--- src/hw/rtl/vtm_pkg.sv ---
// ----------------------------------------------------------------------------
// vtm_pkg: shared types and constants of the virtual timer multiplexer
//
// Slot entry layout, item codes and field widths used by the top level and
// the slot memory.
// ----------------------------------------------------------------------------
package vtm_pkg;

  // table geometry
  localparam int unsigned NUM_SLOTS = 16;
  localparam int unsigned SLOT_W    = $clog2(NUM_SLOTS);
  localparam int unsigned CNT_W     = SLOT_W + 1;
  localparam int unsigned TICK_W    = 32;
  localparam int unsigned TAG_W     = 16;
  localparam int unsigned PRIO_W    = 3;

  // input item opcodes (carried on tuser)
  typedef enum logic [1:0] {
    OP_START  = 2'd0,
    OP_STOP   = 2'd1,
    OP_EXPIRE = 2'd2,
    OP_NONE   = 2'd3
  } op_e;

  // result item kinds (carried on tuser)
  typedef enum logic [2:0] {
    KIND_STARTED = 3'd0,
    KIND_STOPPED = 3'd1,
    KIND_FIRED   = 3'd2,
    KIND_HW_UPD  = 3'd3,
    KIND_FULL    = 3'd4
  } kind_e;

  // hardware countdown action
  typedef enum logic [1:0] {
    HW_LEAVE = 2'd0,
    HW_START = 2'd1,
    HW_STOP  = 2'd2
  } hw_e;

  // one slot of the timer table; the running flag lives in flip-flops
  typedef struct packed {
    logic              periodic;
    logic [TICK_W-1:0] period;
    logic [TICK_W-1:0] remaining;
    logic [TAG_W-1:0]  tag;
    logic [PRIO_W-1:0] prio;
  } slot_entry_t;

endpackage

--- src/hw/rtl/vtm_slot_mem.sv ---
// ----------------------------------------------------------------------------
// vtm_slot_mem: timer slot table
//
// One write port and one read port, read data registered.
// Contents need no reset: an entry is only read while its running flag is set,
// and a start always writes the whole entry first.
// ----------------------------------------------------------------------------
module vtm_slot_mem (
  input  logic                        clk_i,
  input  logic                        wr_en_i,
  input  logic [vtm_pkg::SLOT_W-1:0]  wr_addr_i,
  input  vtm_pkg::slot_entry_t        wr_data_i,
  input  logic                        rd_en_i,
  input  logic [vtm_pkg::SLOT_W-1:0]  rd_addr_i,
  output vtm_pkg::slot_entry_t        rd_data_o
);
  import vtm_pkg::*;

  slot_entry_t mem_q [NUM_SLOTS];
  slot_entry_t rd_data_q;

  // write port
  always_ff @(posedge clk_i) begin
    if (wr_en_i) begin
      mem_q[wr_addr_i] <= wr_data_i;
    end
  end

  // registered read port, data holds until the next read
  always_ff @(posedge clk_i) begin
    if (rd_en_i) begin
      rd_data_q <= mem_q[rd_addr_i];
    end
  end

  assign rd_data_o = rd_data_q;

endmodule

--- src/hw/rtl/virtual_timer_multiplexer.sv ---
// ----------------------------------------------------------------------------
// virtual_timer_multiplexer: sixteen software timers on one hardware countdown
//
// Start, stop and expire items in; started/stopped/fired/update results out.
// ----------------------------------------------------------------------------
// One item is handled at a time. A start, stop or unused opcode passes a
// capture and an execute step, plus any wait for the output register to drain.
// An expire walks the slot table through the single read port of the slot
// memory: after capture and setup, a stopped slot is skipped and a running
// slot is read, then updated and written back; the end of the walk and a
// final update follow, and a stall on the result side lengthens it. Each
// expire returns one fired item per slot that reached zero and a final
// hardware update item marked by tlast.
// The next input item is taken once the previous one has issued its last
// result into the output register, even if that result is still waiting.
// ----------------------------------------------------------------------------
module virtual_timer_multiplexer (
  input  logic        clk_i,
  input  logic        rst_ni,
  // input items
  input  logic        s_axis_tvalid_i,
  output logic        s_axis_tready_o,
  // [0] timer_type, [32:1] ticks, [48:33] task_tag, [51:49] priority_req,
  // [55:52] slot
  input  logic [55:0] s_axis_tdata_i,
  // [1:0] op
  input  logic [1:0]  s_axis_tuser_i,
  // result items
  output logic        m_axis_tvalid_o,
  input  logic        m_axis_tready_i,
  // [3:0] slot_id, [19:4] fired_tag, [22:20] fired_priority, [24:23] hw_action,
  // [56:25] hw_timeout, [63:57] zero
  output logic [63:0] m_axis_tdata_o,
  // [2:0] kind
  output logic [2:0]  m_axis_tuser_o,
  output logic        m_axis_tlast_o
);
  import vtm_pkg::*;

  typedef enum logic [4:0] {
    ST_IDLE  = 5'b00001,
    ST_EXEC  = 5'b00010,
    ST_SCAN  = 5'b00100,
    ST_EVAL  = 5'b01000,
    ST_FINAL = 5'b10000
  } state_e;

  state_e state_q, state_d;

  // captured input item
  op_e               in_op_q;
  logic              in_type_q;
  logic [TICK_W-1:0] in_ticks_q;
  logic [TAG_W-1:0]  in_tag_q;
  logic [PRIO_W-1:0] in_prio_q;
  logic [SLOT_W-1:0] in_slot_q;

  // control state
  logic [NUM_SLOTS-1:0] running_q, running_d;
  logic                 hw_running_q, hw_running_d;
  logic [TICK_W-1:0]    cur_tmo_q, cur_tmo_d;
  logic [CNT_W-1:0]     cnt_q, cnt_d;
  logic                 found_q, found_d;
  logic [TICK_W-1:0]    best_q, best_d;

  // output register
  logic              out_valid_q;
  kind_e             out_kind_q, out_kind_d;
  logic [SLOT_W-1:0] out_slot_q, out_slot_d;
  logic [TAG_W-1:0]  out_tag_q, out_tag_d;
  logic [PRIO_W-1:0] out_prio_q, out_prio_d;
  hw_e               out_act_q, out_act_d;
  logic [TICK_W-1:0] out_tmo_q, out_tmo_d;
  logic              out_last_q, out_last_d;
  logic              out_push;
  logic              out_free;

  // slot memory ports
  logic              mem_we;
  logic [SLOT_W-1:0] mem_waddr;
  slot_entry_t       mem_wdata;
  logic              mem_re;
  slot_entry_t       mem_rdata;

  // scan datapath
  logic [SLOT_W-1:0] scan_idx;
  logic [TICK_W-1:0] dec_rem;
  logic              fire;
  logic              keep;
  logic [TICK_W-1:0] next_rem;

  // first stopped slot
  logic              free_found;
  logic [SLOT_W-1:0] free_idx;

  logic in_accept;

  assign s_axis_tready_o = (state_q == ST_IDLE);
  assign in_accept       = s_axis_tvalid_i && s_axis_tready_o;
  assign out_free        = !out_valid_q || m_axis_tready_i;
  assign scan_idx        = cnt_q[SLOT_W-1:0];

  vtm_slot_mem u_slot_mem (
    .clk_i     (clk_i),
    .wr_en_i   (mem_we),
    .wr_addr_i (mem_waddr),
    .wr_data_i (mem_wdata),
    .rd_en_i   (mem_re),
    .rd_addr_i (scan_idx),
    .rd_data_o (mem_rdata)
  );

  // lowest stopped slot
  always_comb begin
    free_found = 1'b0;
    free_idx   = '0;
    for (int i = NUM_SLOTS - 1; i >= 0; i--) begin
      if (!running_q[i]) begin
        free_found = 1'b1;
        free_idx   = SLOT_W'(i);
      end
    end
  end

  // saturating decrement of the slot just read
  always_comb begin
    dec_rem  = (mem_rdata.remaining > cur_tmo_q) ? (mem_rdata.remaining - cur_tmo_q) : '0;
    fire     = (dec_rem == '0);
    keep     = !fire || mem_rdata.periodic;
    next_rem = fire ? mem_rdata.period : dec_rem;
  end

  // sequencer
  always_comb begin
    state_d      = state_q;
    running_d    = running_q;
    hw_running_d = hw_running_q;
    cur_tmo_d    = cur_tmo_q;
    cnt_d        = cnt_q;
    found_d      = found_q;
    best_d       = best_q;
    out_push     = 1'b0;
    out_kind_d   = KIND_STARTED;
    out_slot_d   = '0;
    out_tag_d    = '0;
    out_prio_d   = '0;
    out_act_d    = HW_LEAVE;
    out_tmo_d    = '0;
    out_last_d   = 1'b1;
    mem_we       = 1'b0;
    mem_waddr    = free_idx;
    mem_wdata    = '{periodic: in_type_q, period: in_ticks_q, remaining: in_ticks_q,
                     tag: in_tag_q, prio: in_prio_q};
    mem_re       = 1'b0;

    unique case (state_q)
      ST_IDLE: begin
        if (in_accept) begin
          state_d = ST_EXEC;
        end
      end

      ST_EXEC: begin
        case (in_op_q)
          OP_NONE: begin
            state_d = ST_IDLE;
          end
          OP_EXPIRE: begin
            cnt_d   = '0;
            found_d = 1'b0;
            best_d  = '0;
            state_d = ST_SCAN;
          end
          OP_STOP: begin
            if (out_free) begin
              out_push             = 1'b1;
              out_kind_d           = KIND_STOPPED;
              out_slot_d           = in_slot_q;
              running_d[in_slot_q] = 1'b0;
              state_d              = ST_IDLE;
            end
          end
          default: begin
            if (out_free) begin
              out_push = 1'b1;
              state_d  = ST_IDLE;
              if (!free_found) begin
                out_kind_d = KIND_FULL;
              end else begin
                mem_we              = 1'b1;
                running_d[free_idx] = 1'b1;
                out_kind_d          = KIND_STARTED;
                out_slot_d          = free_idx;
                if (!hw_running_q || (in_ticks_q < cur_tmo_q)) begin
                  cur_tmo_d    = in_ticks_q;
                  hw_running_d = 1'b1;
                  out_act_d    = HW_START;
                  out_tmo_d    = in_ticks_q;
                end
              end
            end
          end
        endcase
      end

      // step to the next running slot and issue its read
      ST_SCAN: begin
        if (cnt_q == CNT_W'(NUM_SLOTS)) begin
          state_d = ST_FINAL;
        end else if (running_q[scan_idx]) begin
          mem_re  = 1'b1;
          state_d = ST_EVAL;
        end else begin
          cnt_d = cnt_q + 1'b1;
        end
      end

      // update the slot, write it back, report a firing
      ST_EVAL: begin
        if (!fire || out_free) begin
          mem_we          = 1'b1;
          mem_waddr       = scan_idx;
          mem_wdata       = mem_rdata;
          mem_wdata.remaining = next_rem;
          if (!keep) begin
            running_d[scan_idx] = 1'b0;
          end else if (!found_q || (next_rem < best_q)) begin
            found_d = 1'b1;
            best_d  = next_rem;
          end
          if (fire) begin
            out_push   = 1'b1;
            out_kind_d = KIND_FIRED;
            out_slot_d = scan_idx;
            out_tag_d  = mem_rdata.tag;
            out_prio_d = mem_rdata.prio;
            out_last_d = 1'b0;
          end
          cnt_d   = cnt_q + 1'b1;
          state_d = ST_SCAN;
        end
      end

      // reload or stop the hardware countdown
      ST_FINAL: begin
        if (out_free) begin
          out_push   = 1'b1;
          out_kind_d = KIND_HW_UPD;
          state_d    = ST_IDLE;
          if (found_q) begin
            cur_tmo_d    = best_q;
            hw_running_d = 1'b1;
            out_act_d    = HW_START;
            out_tmo_d    = best_q;
          end else begin
            hw_running_d = 1'b0;
            out_act_d    = HW_STOP;
          end
        end
      end

      default: begin
        state_d = ST_IDLE;
      end
    endcase
  end

  // control registers
  always_ff @(posedge clk_i or negedge rst_ni) begin
    if (!rst_ni) begin
      state_q      <= ST_IDLE;
      running_q    <= '0;
      hw_running_q <= 1'b0;
      cur_tmo_q    <= '0;
      cnt_q        <= '0;
      found_q      <= 1'b0;
      best_q       <= '0;
      out_valid_q  <= 1'b0;
    end else begin
      state_q      <= state_d;
      running_q    <= running_d;
      hw_running_q <= hw_running_d;
      cur_tmo_q    <= cur_tmo_d;
      cnt_q        <= cnt_d;
      found_q      <= found_d;
      best_q       <= best_d;
      if (out_push) begin
        out_valid_q <= 1'b1;
      end else if (m_axis_tready_i) begin
        out_valid_q <= 1'b0;
      end
    end
  end

  // input capture
  always_ff @(posedge clk_i) begin
    if (in_accept) begin
      in_op_q    <= op_e'(s_axis_tuser_i);
      in_type_q  <= s_axis_tdata_i[0];
      in_ticks_q <= s_axis_tdata_i[32:1];
      in_tag_q   <= s_axis_tdata_i[48:33];
      in_prio_q  <= s_axis_tdata_i[51:49];
      in_slot_q  <= s_axis_tdata_i[55:52];
    end
  end

  // output payload
  always_ff @(posedge clk_i) begin
    if (out_push) begin
      out_kind_q <= out_kind_d;
      out_slot_q <= out_slot_d;
      out_tag_q  <= out_tag_d;
      out_prio_q <= out_prio_d;
      out_act_q  <= out_act_d;
      out_tmo_q  <= out_tmo_d;
      out_last_q <= out_last_d;
    end
  end

  assign m_axis_tvalid_o = out_valid_q;
  assign m_axis_tuser_o  = out_kind_q;
  assign m_axis_tlast_o  = out_last_q;
  assign m_axis_tdata_o  = {7'b0, out_tmo_q, out_act_q, out_prio_q, out_tag_q, out_slot_q};

  // scan counter never runs past the table
  a_cnt_range: assert property (@(posedge clk_i) disable iff (!rst_ni)
    cnt_q <= CNT_W'(NUM_SLOTS))
    else $error("scan counter beyond table");

  // only running slots are read and updated
  a_eval_running: assert property (@(posedge clk_i) disable iff (!rst_ni)
    (state_q == ST_EVAL) |-> running_q[scan_idx])
    else $error("evaluating a stopped slot");

  // a successful final step with a running slot leaves the countdown on
  a_final_hw: assert property (@(posedge clk_i) disable iff (!rst_ni)
    (state_q == ST_FINAL && out_free && found_q) |=> (hw_running_q && cur_tmo_q == out_tmo_q))
    else $error("hardware countdown not reloaded");

  // a result is never overwritten while it waits
  a_no_overrun: assert property (@(posedge clk_i) disable iff (!rst_ni)
    (out_valid_q && !m_axis_tready_i) |-> !out_push)
    else $error("output register overrun");

endmodule

--- config.mk ---
export PLATFORM = sky130hd
export DESIGN_NAME = virtual_timer_multiplexer
export DESIGN_NICKNAME = d
export VERILOG_FILES = /design/src/hw/rtl/vtm_pkg.sv /design/src/hw/rtl/vtm_slot_mem.sv /design/src/hw/rtl/virtual_timer_multiplexer.sv
export SDC_FILE = /design/constraint.sdc
export NUM_CORES = 2
export LEC_CHECK = 0
export BUFFER_PORTS_ARGS = -buffer_cell sky130_fd_sc_hd__clkbuf_2
export CORE_ASPECT_RATIO = 0.7
export CORE_MARGIN = 2
export CORE_UTILIZATION = 40
export DETAILED_ROUTE_END_ITERATION = 10
export HOLD_SLACK_MARGIN = 0.12
export PLACE_DENSITY = 0.51
export SLEW_MARGIN = 20
export SYNTH_ARGS = -nofsm -noshare
export SYNTH_HDL_FRONTEND = slang
export SYNTH_SLANG_ARGS = --single-unit
--- constraint.sdc ---
create_clock -name clk_i -period 17.8 [get_ports clk_i]
set_clock_uncertainty 0.2 [all_clocks]
set_input_delay 0.89 -clock clk_i [delete_from_list [all_inputs] [get_ports clk_i]]
set_output_delay 0.89 -clock clk_i [all_outputs]
set_load 0.005 [all_outputs]
# After elaboration in Yosys (flattened, before gate mapping)
# Memories as Yosys holds them, arrays and structs flattened. A register that Yosys moved wholly into a read port is not among the register bits.
# Cells that the tools add are included.
# classes
add_sub_neg	2
order_cmp	9
eq_ne	26
n_mux	136
bitwise_logic	5
reduce_logical	28
# op_table
operator	count
32-bit two-way mux	18
32-bit one-hot mux with 2 select lines	3
84-bit two-way mux	2
4-bit two-way mux	23
16-bit two-way mux	5
32-bit less-than comparator	2
16-bit one-hot mux with 2 select lines	2
1-bit two-way mux	51
5-bit two-way mux	9
16-bit AND	2
32-bit greater-than comparator	1
32-bit zero test	1
16-bit inverter	2
32-bit subtractor	1
2-bit != test, second input constant	14
5-bit one-hot mux with 5 select lines	1
16-bit OR	1
4-bit one-hot mux with 2 select lines	2
4-bit by 5-bit less-than comparator with 1-bit output, second input constant	3
5-bit one-hot mux with 3 select lines	1
1-bit demux with 4-bit select	3
4-bit by 1-bit >= comparator with 1-bit output, second input constant	3
6-bit AND reduction	2
5-bit equality test, second input constant	2
other kinds (29)	52
# totals
regBits	212
ramBits	1344
input_bits	62
output_inout_bits	70
word_cells	228
memories	1
# mem_list
memory	words	width	read_ports	rd_ports_with_merged_regs	write_ports	line_no	rtl
u_slot_mem.mem_q	16	84	1	1	1	vtm_slot_mem.sv:19	slot_entry_t mem_q [NUM_SLOTS];

# Longest topological paths before layout
# logic_depth
word_depth	25
ltp_mapped	27
depth_no_buf	25

# Cells and area by module
# Synthesis repeated with hierarchy kept, for this count alone.
# hier_totals
cells_unflattened	3478
hier_area_um2	66922.9
# by_module_without_submodules
mod	n_inst	cells_each	area_per_inst_um2
vtm_slot_mem	1	2154	52893.2
virtual_timer_multiplexer	1	1324	14029.7

# Worst setup path after synthesis
# Ideal clock, no wire load.
# synth_timing
kind	reg-to-reg
start	reg cur_tmo_q[0]
end	mem u_slot_mem.mem_q[10][0] (netlist bit), enable pin
setup_ps	554
arrival_time_ps	8018
path_slack_ps	9028
stages_incl_launch_ff	15
path_buffers	1
period_less_slack_ps	8772
cell_sequence	dfrtp_1 -> ha_1 -> fa_1 -> nand2b_1 -> a211o_1 -> a211o_1 -> a21oi_1 -> a211oi_2 -> xnor2_1 -> or4_4 -> or4_4 -> o21ai_4 -> buf_2 -> nand3_1 -> a21oi_1
# synth_between
elab_chain_len	9
# synth_rtl
item	line_no	rtl
from (decl)	virtual_timer_multiplexer.sv:61	logic [TICK_W-1:0] cur_tmo_q, cur_tmo_d;
from (signal assigned)	virtual_timer_multiplexer.sv:283	cur_tmo_q <= cur_tmo_d;
32-bit subtractor or 32-bit greater-than comparator (tied branches)	virtual_timer_multiplexer.sv:127	dec_rem = (mem_rdata.remaining > cur_tmo_q) ? (mem_rdata.remaining - cur_tmo_q) : '0;
32-bit two-way mux *	virtual_timer_multiplexer.sv:127	
32-bit zero test *	virtual_timer_multiplexer.sv:128	fire = (dec_rem == '0);
1-bit zero test *	virtual_timer_multiplexer.sv:220	if (!fire || out_free) begin
1-bit logical OR *	virtual_timer_multiplexer.sv:220	
1-bit two-way mux	virtual_timer_multiplexer.sv:220	
1-bit one-hot mux with 2 select lines	virtual_timer_multiplexer.sv:156	unique case (state_q)
1-bit two-way mux	vtm_slot_mem.sv:24	if (wr_en_i) begin
1-bit two-way mux (not written as such)	vtm_slot_mem.sv:25	mem_q[wr_addr_i] <= wr_data_i;
to (decl)	vtm_slot_mem.sv:19	
# Mark *: on every way between the ends. The rest lies on a longest branch, timed or not.

# Final worst setup path
# layout_timing
start	reg cur_tmo_q[0]
end	reg best_q[2]
# layout_between
elab_chain_len	8
# layout_rtl
item	line_no	rtl
32-bit subtractor or 32-bit greater-than comparator (tied branches)	virtual_timer_multiplexer.sv:127	
32-bit two-way mux *	virtual_timer_multiplexer.sv:127	
32-bit zero test	virtual_timer_multiplexer.sv:128	
32-bit two-way mux	virtual_timer_multiplexer.sv:130	next_rem = fire ? mem_rdata.period : dec_rem;
32-bit less-than comparator or 32-bit two-way mux (tied branches)	virtual_timer_multiplexer.sv:227	end else if (!found_q || (next_rem < best_q)) begin
1-bit logical OR or 32-bit two-way mux (tied branches)	virtual_timer_multiplexer.sv:227, virtual_timer_multiplexer.sv:225	
2-bit != test (no line) or 32-bit two-way mux (tied branches)	--	
5-bit AND reduction (no line) or 32-bit one-hot mux with 2 select lines (tied branches)	--	
to (signal assigned)	virtual_timer_multiplexer.sv:286	best_q <= best_d;
to (decl)	virtual_timer_multiplexer.sv:64	logic [TICK_W-1:0] best_q, best_d;
# Mark *: on every way between the ends. The rest lies on a longest branch, timed or not. The select of a mux whose other input is x is not followed.
# A chain may end at the register's enable or synchronous reset.

==> impl_results.html <==
<table>
<tr><th>Metric</th><th>Value</th></tr>
<tr><th colspan="2">Run status</th></tr>
<tr><td>Outcome</td><td>complete, no violations</td></tr>
<tr><th colspan="2">CTS</th></tr>
<tr><td>Clock tree from TritonCTS</td><td>built</td></tr>
<tr><td>Worst-Skew Late Latency</td><td>~0.80 ns</td></tr>
<tr><td>Sink Count</td><td>approximately 1600</td></tr>
<tr><td>Maximum buffer depth of the clock tree</td><td>3</td></tr>
<tr><td>Clock tree root driver cell</td><td>sky130_fd_sc_hd__clkbuf_16</td></tr>
<tr><td># H-tree levels</td><td>4</td></tr>
<tr><td>Total clock buffers created by CTS</td><td>around 160</td></tr>
<tr><td>Number of cells upsized or downsized after cts</td><td>0</td></tr>
<tr><td>Clock transition at the registers of the reported paths</td><td>0.06 ns</td></tr>
<tr><th colspan="2">Yosys</th></tr>
<tr><td>Share of the synthesized area in the top cell type</td><td>between 60% and 70%</td></tr>
<tr><td>Register area share after synthesis</td><td>between 70% and 80%</td></tr>
<tr><td>Number of enable-type register cells in the synthesized netlist</td><td>1547</td></tr>
<tr><td>Most common flop cell mapped by yosys</td><td>sky130_fd_sc_hd__edfxtp_1</td></tr>
<tr><td>Average size of a mapped cell</td><td>a little under 20 sq um</td></tr>
<tr><td>Async S/R FF share, synth</td><td>~5.7%</td></tr>
<tr><td>Synth unique cells</td><td>between 80 and 90</td></tr>
<tr><td>Main area contributors after synthesis</td><td>sky130_fd_sc_hd__edfxtp_1 69%, sky130_fd_sc_hd__mux4_2 14%, sky130_fd_sc_hd__dfrtp_1 3.4%</td></tr>
<tr><td>Cell area after technology mapping</td><td>66800 sq um</td></tr>
<tr><td>Count of mapped cells out of synthesis</td><td>approximately 3400</td></tr>
<tr><td>Synthesis warning total</td><td>0</td></tr>
<tr><td>Most area-hungry cell type in the Yosys netlist</td><td>sky130_fd_sc_hd__edfxtp_1</td></tr>
<tr><td>Synthesized flop and latch total</td><td>roughly 1600</td></tr>
<tr><th colspan="2">STA</th></tr>
<tr><td>Actual transition at the worst max-transition pin</td><td>about 1.1 ns</td></tr>
<tr><td>Min cycle time layout</td><td>8.82 ns</td></tr>
<tr><td>Total count of max-transition violations in the final report</td><td>0</td></tr>
<tr><td>Final Hold Viols</td><td>0</td></tr>
<tr><td>Final total negative setup slack</td><td>0 ns</td></tr>
<tr><td>Setup violation total in the final timing report</td><td>0</td></tr>
<tr><td>Relative slew slack</td><td>24.8%</td></tr>
<tr><td>Post-route clock period utilization</td><td>49.5%</td></tr>
<tr><td>Setup repair after global routing missed its margin</td><td>false</td></tr>
<tr><td>Highest attainable clock frequency</td><td>0.113 GHz</td></tr>
<tr><th colspan="2">GRT</th></tr>
<tr><td>Most utilized layer in the global route result</td><td>met1</td></tr>
<tr><td>Global-route wire length before repair</td><td>approximately 270000 um</td></tr>
<tr><td>Met2 Usage GRT</td><td>about 32%</td></tr>
<tr><td>GRT Util Overall</td><td>between 20 and 25%</td></tr>
<tr><td>M1 GR Usage</td><td>33.7%</td></tr>
<tr><td>Overflow after GRT</td><td>0</td></tr>
<tr><td>Met3 Track Usage GR</td><td>under 10%</td></tr>
<tr><td>Largest net degree at the start of global routing</td><td>roughly 110</td></tr>
<tr><td>Vias in the first global route</td><td>about 35000</td></tr>
<tr><td>Antenna violations before repair</td><td>6</td></tr>
<tr><th colspan="2">Cells and area</th></tr>
<tr><td>Layout area overhead</td><td>13.9%</td></tr>
<tr><td>Nets</td><td>3774</td></tr>
<tr><td>Fill cells</td><td>13900</td></tr>
<tr><td>Fraction of layout instances using a drive strength above 1</td><td>a little over a quarter</td></tr>
<tr><th colspan="2">Critical path</th></tr>
<tr><td>Largest fanout of any net on the critical path</td><td>32</td></tr>
<tr><td>Largest stage delay, worst path</td><td>0.82 ns</td></tr>
<tr><td>Crit path arrival time</td><td>9.34 ns</td></tr>
<tr><td>Worst setup SP type</td><td>flip-flop</td></tr>
<tr><td>Worst path cell trace</td><td>ha_1 -&gt; fa_1 -&gt; nand2b_1 -&gt; a211oi_1 -&gt; a311o_1 -&gt; a211oi_1 -&gt; or4_1 -&gt; nor3_1 -&gt; nand4b_1 -&gt; nor4_2 -&gt; a31o_2 -&gt; a22o_1 -&gt; ha_1 -&gt; a21o_1 -&gt; a21o_1 -&gt; a21o_1 -&gt; a21o_1 -&gt; a21o_1 -&gt; a21o_1 -&gt; a21oi_1 -&gt; nand4_1 -&gt; a211oi_1 -&gt; o21ba_2 -&gt; a22o_1</td></tr>
<tr><td>Most common cell type on the critical path</td><td>sky130_fd_sc_hd__a21o_1</td></tr>
<tr><td>Crit path required time</td><td>roughly 18 ns</td></tr>
<tr><td>Family of cells with the greatest summed delay on the critical path</td><td>compound AO/OA/AOI/OAI gates</td></tr>
<tr><td>Number of buffers and inverters on the critical path</td><td>0</td></tr>
<tr><td>Element type at the critical path end</td><td>flip-flop</td></tr>
<tr><td>Slowest CP cell</td><td>sky130_fd_sc_hd__a31o_2</td></tr>
<tr><td>Worst Setup Path Type</td><td>reg2reg</td></tr>
<tr><th colspan="2">Detailed routing</th></tr>
<tr><td>Remaining antenna violation count after routing</td><td>0</td></tr>
<tr><td>Vias per inst</td><td>~5.8</td></tr>
<tr><td>Routed length per placed instance</td><td>between 30 and 40 um</td></tr>
<tr><td>First-pass iteration count of the detailed router</td><td>6</td></tr>
<tr><td>Violation count after the first detailed-routing iteration</td><td>3919</td></tr>
<tr><td>DRC violations left</td><td>0</td></tr>
<tr><td>Detailed-route wire length</td><td>between 150000 and 200000 um</td></tr>
<tr><td>Vias post-DR</td><td>34700</td></tr>
<tr><th colspan="2">Pwr</th></tr>
<tr><td>PD cells</td><td>between 100 and 150 nW/um^2</td></tr>
<tr><td>Total leakage power</td><td>24.8 nW</td></tr>
<tr><td>Switching Fraction</td><td>28.8%</td></tr>
<tr><td>Portion of total power attributed to combinational logic</td><td>21.7%</td></tr>
<tr><td>Internal Pwr Total</td><td>slightly above 0.007 W</td></tr>
<tr><td>Power consumption</td><td>approximately 0.01 W</td></tr>
<tr><td>Proportion of power drawn by flip-flops and latches</td><td>approximately 45%</td></tr>
<tr><td>Fraction of power consumed by the clock network</td><td>about a third</td></tr>
<tr><td>Power dissipated by switching net loads</td><td>between 0.002 and 0.003 W</td></tr>
<tr><td>Highest ir drop seen on vdd</td><td>around 0.079 mV</td></tr>
<tr><th colspan="2">Place</th></tr>
<tr><td>Final estimated routing congestion in global placement</td><td>about 0.94</td></tr>
<tr><td>Buffers on Ports</td><td>between 100 and 150</td></tr>
<tr><td>Post-DP HPWL</td><td>112000 um</td></tr>
<tr><th colspan="2">Floorplan</th></tr>
<tr><td>Die width</td><td>roughly 500 um</td></tr>
<tr><td>Initial Utilization</td><td>between 40% and 50%</td></tr>
<tr><td>Die area</td><td>about 170000 sq um</td></tr>
<tr><td>Number of I/O pins</td><td>~130</td></tr>
<tr><td>Y dimension of the die</td><td>about 350 um</td></tr>
<tr><td>Placeable core region</td><td>around 170000 sq um</td></tr>
<tr><td>Row cnt</td><td>~130</td></tr>
<tr><th colspan="2">Worst hold path</th></tr>
<tr><td>Hold WC Path Type</td><td>in2reg</td></tr>
<tr><th colspan="2">Job</th></tr>
<tr><td>Max-cap violations</td><td>0</td></tr>
</table>
==> cell families after synthesis <==
group           count (synthesis)  share of synthesized area (%)
fa+ha+maj                      99                           1.86
mux                           494                           15.5
simple gates                  434                           3.20
flops                        1640                           73.0
compound gates                406                           4.48
xor+xnor                       28                          0.367
buf+inv                       269                           1.63
other cells                     1                        0.00561
==> flip-flops by register name, summed over array words and instances (netlist names), 5 cells and up <==
register / count
best_q: 32
cnt_q: 5
cur_tmo_q: 32
in_tag_q: 16
in_ticks_q: 32
out_tag_q: 16
out_tmo_q: 32
running_q: 16
state_q: 5
u_slot_mem.mem_q: 1344
u_slot_mem.rd_data_o: 84
==> Yosys cell counts, types with 4 or more instances <==
cell type	n
sky130_fd_sc_hd__a211oi_1	6
sky130_fd_sc_hd__a21boi_0	6
sky130_fd_sc_hd__a21o_1	74
sky130_fd_sc_hd__a21oi_1	77
sky130_fd_sc_hd__a221o_1	33
sky130_fd_sc_hd__a22o_1	57
sky130_fd_sc_hd__a31o_2	19
sky130_fd_sc_hd__a31oi_1	5
sky130_fd_sc_hd__and2_1	33
sky130_fd_sc_hd__and3_1	8
sky130_fd_sc_hd__and4_1	4
sky130_fd_sc_hd__buf_1	28
sky130_fd_sc_hd__buf_2	24
sky130_fd_sc_hd__buf_4	7
sky130_fd_sc_hd__clkbuf_1	112
sky130_fd_sc_hd__dfrtp_1	92
sky130_fd_sc_hd__edfxtp_1	1547
sky130_fd_sc_hd__ha_1	98
sky130_fd_sc_hd__inv_1	94
sky130_fd_sc_hd__mux2_2	60
sky130_fd_sc_hd__mux2i_1	7
sky130_fd_sc_hd__mux4_2	425
sky130_fd_sc_hd__nand2_1	150
sky130_fd_sc_hd__nand2b_1	16
sky130_fd_sc_hd__nand3_1	39
sky130_fd_sc_hd__nand3b_1	5
sky130_fd_sc_hd__nand4_1	23
sky130_fd_sc_hd__nor2_1	50
sky130_fd_sc_hd__nor2b_1	13
sky130_fd_sc_hd__nor3_1	69
sky130_fd_sc_hd__nor4_1	6
sky130_fd_sc_hd__o211ai_1	9
sky130_fd_sc_hd__o21a_1	4
sky130_fd_sc_hd__o21ai_0	46
sky130_fd_sc_hd__o21ai_1	4
sky130_fd_sc_hd__o22ai_1	9
sky130_fd_sc_hd__o2bb2ai_1	8
sky130_fd_sc_hd__o31ai_1	8
sky130_fd_sc_hd__o41ai_1	7
sky130_fd_sc_hd__or3_1	4
sky130_fd_sc_hd__xnor2_1	13
sky130_fd_sc_hd__xor2_1	15
==> power groups by stage <==
stage	Clock [W]	Sequential, W	Combinational (W)
floorplan	0	0.00453	0.00151
global placement	0	0.00465	0.00217
detailed placement	0	0.00465	0.00218
CTS	0.00349	0.00457	0.00220
global route	0.00363	0.00458	0.00236
finish	0.00341	0.00457	0.00221
==> final timing paths <==
path | start | slack [ns] | cells after the start | endpoint
max | cur_tmo_q[0] | 8.98 | 24 | best_q[2]
min | s_axis_tuser_i[1] | 0.18 | 1 | in_op_q[1]
max reg2reg | cur_tmo_q[0] | 8.98 | 24 | best_q[2]
min reg2reg | best_q[9] | 0.31 | 1 | best_q[9]
max in group asynchronous | rst_ni | 15.61 | 3 | cnt_q[2]
min in group asynchronous | rst_ni | 0.44 | 2 | running_q[3]
==> placed cells by master, fill, tap and decap left out, types with 38 or more instances in the layout <==
| master | Yosys | layout |
|---|---|---|
| sky130_fd_sc_hd__a21oi_1 | 77 | 61 |
| sky130_fd_sc_hd__buf_4 | 7 | 64 |
| sky130_fd_sc_hd__nand3_1 | 39 | 38 |
| sky130_fd_sc_hd__clkbuf_16 | 0 | 165 |
| sky130_fd_sc_hd__nand2_1 | 150 | 150 |
| sky130_fd_sc_hd__mux2_2 | 60 | 60 |
| sky130_fd_sc_hd__a21o_1 | 74 | 74 |
| sky130_fd_sc_hd__dfrtp_1 | 92 | 88 |
| sky130_fd_sc_hd__nor2_1 | 50 | 48 |
| sky130_fd_sc_hd__clkbuf_2 | 0 | 123 |
| sky130_fd_sc_hd__dlygate4sd3_1 | 0 | 58 |
| sky130_fd_sc_hd__edfxtp_1 | 1547 | 1547 |
| sky130_fd_sc_hd__mux4_2 | 425 | 425 |
| sky130_fd_sc_hd__ha_1 | 98 | 98 |
| sky130_fd_sc_hd__inv_1 | 94 | 93 |
| sky130_fd_sc_hd__nor3_1 | 69 | 69 |
| sky130_fd_sc_hd__o21ai_0 | 46 | 44 |
| sky130_fd_sc_hd__a22o_1 | 57 | 57 |
==> layout make-up <==
cell class | count | area, sq um | area share [%]
multi-input cells | 1468 | 17200 | 22.6
diodes | 1 | 2.50 | 0.00329
well taps | 2222 | 2780 | 3.65
repair buffers | 249 | 1730 | 2.27
inverters | 95 | 358 | 0.470
clock inverters | 87 | 938 | 1.23
clock buffers | 202 | 4280 | 5.62
flip-flops and latches | 1640 | 48800 | 64.1
==> per-stage QoR <==
stage	hold WS, ns	cell area [sq um]	setup WS (ns)	utilization [%]	std cells
after global routing	0.147	76100	8.83	45.9	5963
final	0.180	76100	8.98	45.9	5964
after detailed placement	0.291	70300	9.35	42.4	5616
after floorplan	0.256	66900	9.03	-	3377
after global placement	0.282	70300	9.37	42.4	5616
after CTS	0.137	76100	9.28	45.9	5963
==> routing by layer <==
layer / part of all wire, % / wire length [um]
met5: 0.0070 / 13
met4: 1.5 / 2840
met3: 6.5 / 12100
met2: 45 / 83900
met1: 47 / 88000
==> timing repair <==
| item | 4_1_cts | 5_1_grt |
|---|---|---|
| endpoints found under the hold margin | 92 | 0 |
| hold buffers | 58 | 0 |
| setup buffers | 0 | 0 |
(Power assumes the default switching activity.)
